### config.mk
export PLATFORM = sky130hd
export DESIGN_NAME = percent_decoder
export DESIGN_NICKNAME = d
export VERILOG_FILES = /design/src/rtl/core/pd_pkg.sv /design/src/rtl/core/pd_decode.sv /design/src/rtl/core/pd_outq.sv /design/src/rtl/core/percent_decoder.sv
export SDC_FILE = /design/constraint.sdc
export NUM_CORES = 1
export LEC_CHECK = 0
export ABC_AREA = 1
export BUFFER_PORTS_ARGS = -buffer_cell sky130_fd_sc_hd__buf_2
export CAP_MARGIN = 20
export CORE_MARGIN = 2
export CORE_UTILIZATION = 29
export CTS_BUF_LIST = sky130_fd_sc_hd__clkbuf_16
export CTS_CLUSTER_SIZE = 12
export DETAILED_ROUTE_END_ITERATION = 6
export HOLD_SLACK_MARGIN = 0.15
export PLACE_DENSITY_LB_ADDON = 0.05
export SYNTH_ARGS = -nofsm -noshare
export SYNTH_HDL_FRONTEND = slang
export SYNTH_HIERARCHICAL = 1
export SYNTH_SLANG_ARGS = --single-unit
### constraint.sdc
create_clock -name clk_i -period 7.4 [get_ports clk_i]
set_input_delay 0.74 -clock clk_i [delete_from_list [all_inputs] [get_ports clk_i]]
set_output_delay 0.74 -clock clk_i [all_outputs]
set_load 0.05 [all_outputs]
### src/rtl/core/pd_pkg.sv
// ----------------------------------------------------------------------------
// Percent decoder package
// Shared types, character codes, phase codes and the hex digit helper.
// ----------------------------------------------------------------------------
package pd_pkg;

  localparam logic [7:0] PctChar   = 8'h25;
  localparam logic [7:0] SlashChar = 8'h2F;

  // Escape phase codes.
  localparam logic [1:0] PhIdle = 2'd0;
  localparam logic [1:0] PhPct  = 2'd1;
  localparam logic [1:0] PhHeld = 2'd2;

  // Result queue depth; two free entries are needed before an item is taken.
  localparam int unsigned QDepth = 4;

  typedef struct packed {
    logic       err;
    logic       last;
    logic [7:0] data;
  } res_item_t;

  typedef struct packed {
    logic [1:0] count;
    res_item_t  r0;
    res_item_t  r1;
  } dec_res_t;

  typedef struct packed {
    logic       valid;
    logic [3:0] value;
  } hex_t;

  function automatic hex_t hex_digit(input logic [7:0] b);
    hex_t h;
    h.valid = 1'b1;
    h.value = 4'd0;
    if (b >= 8'h30 && b <= 8'h39) begin
      h.value = 4'(b - 8'h30);
    end else if (b >= 8'h41 && b <= 8'h46) begin
      h.value = 4'(b - 8'h37);
    end else if (b >= 8'h61 && b <= 8'h66) begin
      h.value = 4'(b - 8'h57);
    end else begin
      h.valid = 1'b0;
    end
    return h;
  endfunction

endpackage

### src/rtl/core/pd_decode.sv
// ----------------------------------------------------------------------------
// Percent decoder escape engine
// Holds the escape phase, the held byte and the drop flag, and turns each
// accepted byte into zero, one or two result items.
// ----------------------------------------------------------------------------
module pd_decode import pd_pkg::*; (
  input  logic       clk_i,
  input  logic       rst_ni,
  input  logic       fire_i,
  input  logic [7:0] byte_i,
  input  logic       last_i,
  output dec_res_t   res_o
);

  logic [1:0] phase_q, phase_d;
  logic [7:0] held_q, held_d;
  logic       drop_q, drop_d;
  hex_t       h1, h2;
  logic [7:0] val;

  always_comb begin
    h1 = hex_digit(held_q);
    h2 = hex_digit(byte_i);
    if (!h1.valid) begin
      val = 8'd0;
    end else if (!h2.valid) begin
      val = {4'd0, h1.value};
    end else begin
      val = {h1.value, h2.value};
    end
  end

  always_comb begin
    phase_d = phase_q;
    held_d  = held_q;
    drop_d  = drop_q;
    res_o   = '0;
    if (drop_q) begin
      if (last_i) begin
        drop_d = 1'b0;
      end
    end else begin
      unique case (phase_q)
        PhPct: begin
          if (last_i) begin
            phase_d     = PhIdle;
            res_o.count = 2'd2;
            res_o.r0    = '{err: 1'b0, last: 1'b0, data: PctChar};
            res_o.r1    = '{err: 1'b0, last: 1'b1, data: byte_i};
          end else begin
            held_d  = byte_i;
            phase_d = PhHeld;
          end
        end
        PhHeld: begin
          phase_d     = PhIdle;
          res_o.count = 2'd1;
          if (val == 8'd0) begin
            drop_d   = !last_i;
            res_o.r0 = '{err: 1'b1, last: 1'b1, data: 8'd0};
          end else begin
            res_o.r0 = '{err: 1'b0, last: last_i,
                         data: (val == SlashChar) ? PctChar : val};
          end
        end
        default: begin
          // The unused fourth phase code behaves as idle.
          phase_d = PhIdle;
          if (byte_i == PctChar && !last_i) begin
            phase_d = PhPct;
          end else begin
            res_o.count = 2'd1;
            res_o.r0    = '{err: 1'b0, last: last_i, data: byte_i};
          end
        end
      endcase
    end
    if (!fire_i) begin
      phase_d     = phase_q;
      held_d      = held_q;
      drop_d      = drop_q;
      res_o.count = 2'd0;
    end
  end

  always_ff @(posedge clk_i or negedge rst_ni) begin
    if (!rst_ni) begin
      phase_q <= PhIdle;
      held_q  <= 8'd0;
      drop_q  <= 1'b0;
    end else begin
      phase_q <= phase_d;
      held_q  <= held_d;
      drop_q  <= drop_d;
    end
  end

endmodule

### src/rtl/core/pd_outq.sv
// ----------------------------------------------------------------------------
// Percent decoder result queue
// Small register queue taking up to two result items per cycle and
// presenting one per cycle on the output stream while the consumer pops.
// ----------------------------------------------------------------------------
module pd_outq import pd_pkg::*; (
  input  logic      clk_i,
  input  logic      rst_ni,
  input  dec_res_t  push_i,
  input  logic      pop_i,
  output logic      room_o,
  output logic      valid_o,
  output res_item_t head_o
);

  localparam int unsigned PtrW = $clog2(QDepth);
  localparam int unsigned CntW = $clog2(QDepth + 1);

  res_item_t       mem_q [QDepth];
  logic [PtrW-1:0] wr_ptr_q, wr_ptr_d, rd_ptr_q, rd_ptr_d;
  logic [CntW-1:0] cnt_q, cnt_d;
  logic [PtrW-1:0] wr_ptr_nx;

  assign valid_o   = (cnt_q != '0);
  assign head_o    = mem_q[rd_ptr_q];
  assign room_o    = (cnt_q <= CntW'(QDepth - 2));
  assign wr_ptr_nx = wr_ptr_q + PtrW'(1);

  always_comb begin
    wr_ptr_d = wr_ptr_q + PtrW'(push_i.count);
    rd_ptr_d = rd_ptr_q + PtrW'(pop_i);
    cnt_d    = cnt_q + CntW'(push_i.count) - CntW'(pop_i);
  end

  always_ff @(posedge clk_i) begin
    if (push_i.count != 2'd0) begin
      mem_q[wr_ptr_q] <= push_i.r0;
    end
    if (push_i.count == 2'd2) begin
      mem_q[wr_ptr_nx] <= push_i.r1;
    end
  end

  always_ff @(posedge clk_i or negedge rst_ni) begin
    if (!rst_ni) begin
      wr_ptr_q <= '0;
      rd_ptr_q <= '0;
      cnt_q    <= '0;
    end else begin
      wr_ptr_q <= wr_ptr_d;
      rd_ptr_q <= rd_ptr_d;
      cnt_q    <= cnt_d;
    end
  end

endmodule

### src/rtl/core/percent_decoder.sv
// ----------------------------------------------------------------------------
// Percent decoder
// Streaming URL percent decoder, one encoded byte per transaction.
// ----------------------------------------------------------------------------
// A byte's results are registered in the result queue when the byte is
// accepted, and are offered on the master side from there.
// Throughput: one byte per cycle; the slave side stalls while the four-entry
// result queue holds more than two items, as after a two-result flush.
// Reset: asynchronous, active low; clears the escape phase, drop flag and
// queue, so both sides start empty.
module percent_decoder import pd_pkg::*; (
  input  logic       clk_i,
  input  logic       rst_ni,
  input  logic       s_axis_tvalid_i,
  output logic       s_axis_tready_o,
  input  logic [7:0] s_axis_tdata_i,  // [7:0] in_byte
  input  logic       s_axis_tlast_i,
  output logic       m_axis_tvalid_o,
  input  logic       m_axis_tready_i,
  output logic [7:0] m_axis_tdata_o,  // [7:0] out_byte
  output logic       m_axis_tlast_o,
  output logic       m_axis_tuser_o   // [0] out_error
);

  logic      in_fire, room;
  dec_res_t  dec_res;
  res_item_t head;

  assign s_axis_tready_o = room;
  assign in_fire         = s_axis_tvalid_i && room;

  pd_decode u_decode (
    .clk_i  (clk_i),
    .rst_ni (rst_ni),
    .fire_i (in_fire),
    .byte_i (s_axis_tdata_i),
    .last_i (s_axis_tlast_i),
    .res_o  (dec_res)
  );

  pd_outq u_outq (
    .clk_i   (clk_i),
    .rst_ni  (rst_ni),
    .push_i  (dec_res),
    .pop_i   (m_axis_tvalid_o && m_axis_tready_i),
    .room_o  (room),
    .valid_o (m_axis_tvalid_o),
    .head_o  (head)
  );

  assign m_axis_tdata_o = head.data;
  assign m_axis_tlast_o = head.last;
  assign m_axis_tuser_o = head.err;

endmodule

==> reports/results.tsv, run 1 <==
stage	metric	value	unit
routing	DR pass1 iterations	4	
place	HPWL Detailed	8.90	mm
setup_path	reg2reg end	u_outq/mem_q[0][2]	
pwr	P_leak	0.00226	uW
clocking	Sink Count	58	
sta	Max transition margin	35.6	%
sta	final setup vio count	0	
setup_path	Crit path required time	7.38	ns
layout	share of post-route cells with drive strength above 1	12.2	%
sta	Pins Over Slew Limit	0	
place	placed insts	740	
setup_path	CP Max Fanout	34	
sta	unrepaired setup endpoints after global routing	false	
yosys	Post-synth EDFFs	40	
clocking	Worst-path clk slew	0.06	ns
yosys	sequential share of the synthesized area	41.8	%
floorplanning	die width	121	um
place	gp weighted congestion	0.875	
layout	nets	602	
sta	fmax	293	MHz
yosys	Mapped Nets	583	
routing	drt total wl	11.5	mm
floorplanning	Core Rows	42	
setup_path	Top delay family on crit path	simple AND/OR/NAND/NOR gates	
setup_path	CP peak stage delay	0.55	ns
grt	total congestion overflow	0	
hold_path	Hold Path Class	in -> async	
sta	minimum clock period	3.42	ns
sta	crit share post-route	46.2	%
grt	vias in the first global route	3413	
setup_path	Stages on worst setup path	11	
floorplanning	Starting Density	29.7	%
clocking	CTS tree	done	
floorplanning	Die Area	14600	um2
yosys	count of cell types in the netlist	33	
setup_path	crit path DAT	3.40	ns
setup_path	Worst path most repeated cell	nand2_1	
sta	Hold Vio Cnt, Final	0	
yosys	Synth Warn #	6	
layout	Ant. Diodes	0	
setup_path	R2R setup slack	4.10	ns
clocking	CTS Buf Count	9	
layout	number of standard cells in the final layout excluding fillers	756	
clocking	post_cts resized	0	
grt	gr usage total	17.4	%
run	# Max-Cap Violations	0	
yosys	ys async rst share	31.0	%
setup_path	CP Launch Point	s_axis_tdata_i[1]	
layout	Synth-to-Final Area Change	14.5	%
setup_path	Worst setup endpoint	u_outq/mem_q[0][2]	
place	placed instance area	4210	um2
clocking	CTS Hold Buffers Added	0	
clocking	total setup buffers inserted after CTS	0	
routing	post-route ant nets	0	
setup_path	worst reg-to-reg path cell count	11	
run_status	outcome	complete, no violations	
place	PortBufs	24	
routing	DRC viols	0	
pwr	maximum VDD drop	144	uV
yosys	Mapped Area	3950	um2
setup_path	crit path buf inv count	3	
setup_path	reg-to-reg startpoint	u_outq/cnt_q[1]	
routing	1st-iter DRT viols	225	
sta	setup TNS	0	ns
clocking	clock buffer depth	2	
clocking	later-pin clock latency in the skew report	0.34	ns
routing	drt wl/cell	15.2	um
setup_path	crit end category	register	
layout	filler instances	1421	
setup_path	critical path class	in -> reg	
routing	vias per std cell	4.63	
yosys	Main synth FF type	edfxtp_1	
floorplanning	I/O Pins	25	
pwr	power per cell area	334	nW/um2
routing	via count	3497	
setup_path	slowest CP cell	nor2_4	
sta	skew final	0.0129	ns
yosys	#FFs+latches synth	58	
clocking	# H-tree levels	3	
setup_path	Startpoint Class	input pin	
grt	first-pass GRT wire length	18.6	mm
yosys	Syn Area/Cell	7.11	um2
floorplanning	die height	121	um
grt	initial antenna violation count	0	
yosys	Mapped Cells	556	
clocking	CTS root buffer	clkbuf_16	
setup_path	worst path cell trace	buf_2 -> inv_1 -> ha_1 -> inv_1 -> nor4_1 -> nand2_1 -> nand2_1 -> nor2_1 -> nor2_4 -> nand2_1 -> nand2_1	
layout	Finished Cell Area	4520	um2
sta	Worst-Margin Slew	0.966	ns
grt	largest net degree at the start of global routing	35	
floorplanning	Placeable Area	13300	um2
==> cell type report <==
cell class | count | area, um2 | share of cell area [%]
clock buffer | 9 | 225 | 4.98
clock inverter | 7 | 85.1 | 1.88
inverter | 83 | 312 | 6.89
multi-input combinational | 398 | 1900 | 42.1
sequential | 58 | 1650 | 36.5
tap | 176 | 220 | 4.87
timing repair buffer | 25 | 128 | 2.82
==> report_power, final <==
part	leakage, uW	internal, uW	switching [uW]	total [uW]
sequential	0.000600	419	35.1	454
clock	0.000154	290	145	436
combinational	0.00150	156	466	622
==> layout by cell type, fill, tap and decap left out, types with 10 or more instances in the layout <==
cell      netlist  layout
o21ai_0        17      17
buf_2           6      24
ha_1           13      13
inv_1          76      77
or2_2          10      10
nand2_1       202     202
nor2_1         39      39
edfxtp_1       40      40
dfrtp_1        18      18
nand3_1        78      78
==> metal layers <==
metal | track usage, % | part of all wire, % | up-vias
li1 | - | - | 1802
met1 | 23.0 | 47 | 1594
met2 | 27.8 | 47 | 81
met3 | 3.11 | 4.6 | 20
met4 | 7.41 | 2.1 | 0
met5 | 0 | 0 | -
==> synthesized netlist by cell type (all sizes together) (2+ instances only) <==
cell | n | share of area [%]
clkinv | 3 | 0.28
dfrtp | 18 | 11
inv | 80 | 7.6
a21oi | 7 | 0.98
a221oi | 2 | 0.44
buf | 12 | 1.7
o21ai | 19 | 2.4
clkbuf | 5 | 0.47
or2 | 10 | 1.6
nor2 | 44 | 4.6
a211oi | 3 | 0.57
nand3 | 83 | 11
edfxtp | 40 | 30
ha | 13 | 4.1
nand2 | 209 | 21
==> how the worst min path moves through the flow <==
stage                                     to  cells past startpoint          startpoint  slack, ns
after floorplan              u_decode/drop_q                      0              rst_ni       0.44
after global placement    u_decode/held_q[6]                      2  u_decode/held_q[6]       0.48
after detailed placement  u_decode/held_q[5]                      2  u_decode/held_q[5]       0.48
after CTS                 u_decode/held_q[3]                      1              rst_ni       0.34
after global routing      u_decode/held_q[3]                      1              rst_ni       0.37
final                     u_decode/held_q[3]                      1              rst_ni       0.33
==> flip-flops by register name, summed over array words and instances, names as in the netlist <==
register,count
u_outq/mem_q,40
u_decode/held_q,8
u_outq/cnt_q,3
u_decode/phase_q,2
u_outq/rd_ptr_q,2
u_outq/wr_ptr_q,2
u_decode/drop_q,1
==> cells by family after synthesis <==
kind of cell	Yosys count	synth area share, %
simple gates	349	38.4
buf+inv	100	10.1
flops	58	41.8
compound gates	33	4.81
fa+ha+maj	14	4.62
xor+xnor	1	0.222
other cells	1	0.0949
==> stage by stage <==
step | worst slack, ns | hold WS, ns | utilization (%) | power (uW)
2_1_floorplan | 4.28 | 0.444 | - | 918
3_3_place_gp | 3.79 | 0.483 | 31.7 | 1090
3_5_place_dp | 3.67 | 0.481 | 31.7 | 1090
4_1_cts | 4.04 | 0.342 | 34.0 | 1540
5_1_grt | 3.66 | 0.366 | 34.0 | 1630
6_report | 3.98 | 0.331 | 34.0 | 1510
No activity file was read; power rests on OpenSTA's default activity.
==> run 2: changes to the inputs <==
==> constraint.sdc (replaced) <==
create_clock -name clk_i -period 3.3 [get_ports clk_i]
set_input_delay 0.33 -clock clk_i [delete_from_list [all_inputs] [get_ports clk_i]]
set_output_delay 0.33 -clock clk_i [all_outputs]
set_load 0.05 [all_outputs]
==> run 2 against run 1 <==
Effect of this change:
- die area stayed put
- power up 130%
- sequential cell count unchanged
- setup slack got worse by 3.5 ns
- design area increased by 2.2%
==> reports/results.tsv, run 2 (same netlist as run 1, synthesis figures left out) <==
stage	metric	value	unit	change
clocking	CTS Hold Buffers Added	1		+1
hold_path	Hold Path Stages	4		
place	PortBufs	24		unchanged
grt	gr usage total	16.3	%	-1.1 points
routing	drt wl/cell	14.4	um	-5.6%
clocking	Sink Count	58		unchanged
routing	post-route ant nets	0		unchanged
routing	met2 wire len	5.04	mm	-6.3%
setup_path	critical path class	reg -> reg		
layout	max FFs per register	40		unchanged
clocking	Worst-path clk slew	0.05	ns	about the same
setup_path	Crit path required time	3.26	ns	-4.12 ns
floorplanning	Starting Density	29.7	%	unchanged
place	gp weighted congestion	0.848		-3.1%
sta	Max transition margin	55.1	%	+19 points
clocking	post_cts resized	0		unchanged
grt	vias in the first global route	3402		-0.32%
pwr	maximum VDD drop	477	uV	+230%
pwr	power per cell area	756	nW/um2	+130%
floorplanning	die height	121	um	unchanged
run	# Max-Cap Violations	0		unchanged
routing	DR pass1 iterations	4		unchanged
layout	nets	612		+1.7%
grt	initial antenna violation count	0		unchanged
pwr	switch share	41.5	%	-1.3 points
layout	commonest non-fill, non-tap cell in the layout	nand2_1		
layout	commonest non-fill, non-tap cells in the layout	202 x nand2_1, 78 x nand3_1, 76 x inv_1		
sta	minimum clock period	2.87	ns	
place	placed insts	749		+1.2%
hold_path	Hold Path Class	in -> reg		
pwr	Logic pwr share	40.3	%	-0.8 points
setup_path	crit end category	register		
pwr	part of the power in registers	29.4	%	-0.6 points
place	HPWL Detailed	8.51	mm	-4.4%
routing	vias per std cell	4.60		-0.53%
layout	share of post-route cells with drive strength above 1	13.4	%	+1.2 points
sta	final setup vio count	0		unchanged
layout	Synth-to-Final Area Change	17.0	%	
sta	skew final	0.0118	ns	-0.00105 ns
clocking	# H-tree levels	3		unchanged
setup_path	crit path DAT	2.83	ns	-0.57 ns
sta	Worst-Margin Slew	0.670	ns	-0.296 ns
sta	Pins Over Slew Limit	0		unchanged
sta	Hold Worst Slack	0.358	ns	+0.0273 ns
grt	largest net degree at the start of global routing	32		-8.6%
setup_path	Startpoint Class	register		
routing	M1 wire length	5.43	mm	+1.1%
routing	Top Metal Used	met4		
clocking	later-pin clock latency in the skew report	0.34	ns	about the same
clocking	CTS Buf Count	9		unchanged
floorplanning	Placeable Area	13300	um2	unchanged
setup_path	worst reg-to-reg path cell count	11		unchanged
floorplanning	Die Area	14600	um2	unchanged
layout	number of standard cells in the final layout excluding fillers	765		+1.2%
routing	1st-iter DRT viols	199		-12%
pwr	Internal	2040	uW	+140%
pwr	clock share of power	30.4	%	+1.6 points
clocking	clock buffer depth	2		unchanged
grt	first-pass GRT wire length	18.1	mm	-3.0%
layout	leading registers by flop count	u_outq/mem_q x40, u_decode/held_q x8, u_outq/cnt_q x3		
sta	Hold Vio Cnt, Final	0		unchanged
layout	Ant. Diodes	0		unchanged
setup_path	CP Max Fanout	17		-50%
floorplanning	I/O Pins	25		unchanged
clocking	CTS root buffer	clkbuf_16		
pwr	switching pwr	1450	uW	+120%
routing	via count	3520		+0.66%
grt	total congestion overflow	0		unchanged
run_status	outcome	complete, no violations		
sta	unrepaired setup endpoints after global routing	false		
pwr	Pwr Total	3490	uW	+130%
floorplanning	Core Rows	42		unchanged
clocking	CTS tree	done		
layout	Top reg by flops	u_outq/mem_q		
routing	met3 wirelength from detailed routing	307	um	-42%
floorplanning	die width	121	um	unchanged
routing	DRC viols	0		unchanged
sta	crit share post-route	86.9	%	
sta	setup TNS	0	ns	unchanged
sta	fmax	349	MHz	
pwr	P_leak	0.00231	uW	+2.3%
clocking	total setup buffers inserted after CTS	0		unchanged
routing	drt total wl	11.0	mm	-4.5%
[run 2: cell types whose count changed in the layout (fill, tap and decap cells not counted), sizes merged]
cell | before | now
inv | 81 | 80
buf | 25 | 34
bufinv | 2 | 3
clkinvlp | 1 | 0
dlygate4sd3 | 0 | 1
[run 2: cell type report]
type                    instances  area (um2)
fillers                      1453        8670
multi-input cells             398        1900
flip-flops and latches         58        1650
inverters                      83         312
clock buffers                   9         225
well taps                     176         220
repair buffers                 35         205
clock inverters                 6         106
[run 2: power by group through the flow]
stage / Combinational (uW) / Clock (uW) / Sequential [uW]
final: 1410 / 1060 / 1030
after global routing: 1580 / 1120 / 1040
after CTS: 1440 / 1080 / 1030
after detailed placement: 1430 / 0 / 1040
after global placement: 1430 / 0 / 1040
after floorplan: 1060 / 0 / 1000
[run 2: metal layers]
| metal | up-vias | GRT usage [%] |
|---|---|---|
| met5 | - | 0 |
| met4 | 0 | 5.89 |
| met3 | 16 | 2.88 |
| met2 | 59 | 25.7 |
| met1 | 1624 | 22.3 |
| li1 | 1821 | - |
[run 2: stage by stage]
stage | setup WS, ns | util [%] | cell area [um2]
after floorplan | 0.178 | - | 3950
after global placement | 0.412 | 32.2 | 4280
after detailed placement | 0.396 | 32.2 | 4280
after CTS | 0.414 | 34.8 | 4620
after global routing | 0.0697 | 34.8 | 4620
final | 0.434 | 34.8 | 4620
[run 2: worst max-delay path, stage by stage (launching register included)]
cell and delay, ns:
dfrtp_1 0.40, a21oi_1 0.18, nand2_1 0.09, inv_1 0.12, inv_1 0.05, nor2_1 0.15
inv_1 0.10, nor2_1 0.32, inv_1 0.19, nor2_4 0.32, nand2_1 0.12, nand2_1 0.45
[run 2: path summary, 6_finish.rpt]
check                                      end  slack (ns)          startpoint
max reg2reg                 u_outq/mem_q[0][1]        0.43     u_outq/cnt_q[1]
min                         u_outq/rd_ptr_q[0]        0.36     m_axis_tready_i
min in group asynchronous   u_decode/held_q[3]        0.45              rst_ni
min reg2reg                 u_decode/held_q[6]        0.49  u_decode/held_q[6]
max in group asynchronous  u_decode/phase_q[1]        2.55              rst_ni
max                         u_outq/mem_q[0][1]        0.43     u_outq/cnt_q[1]
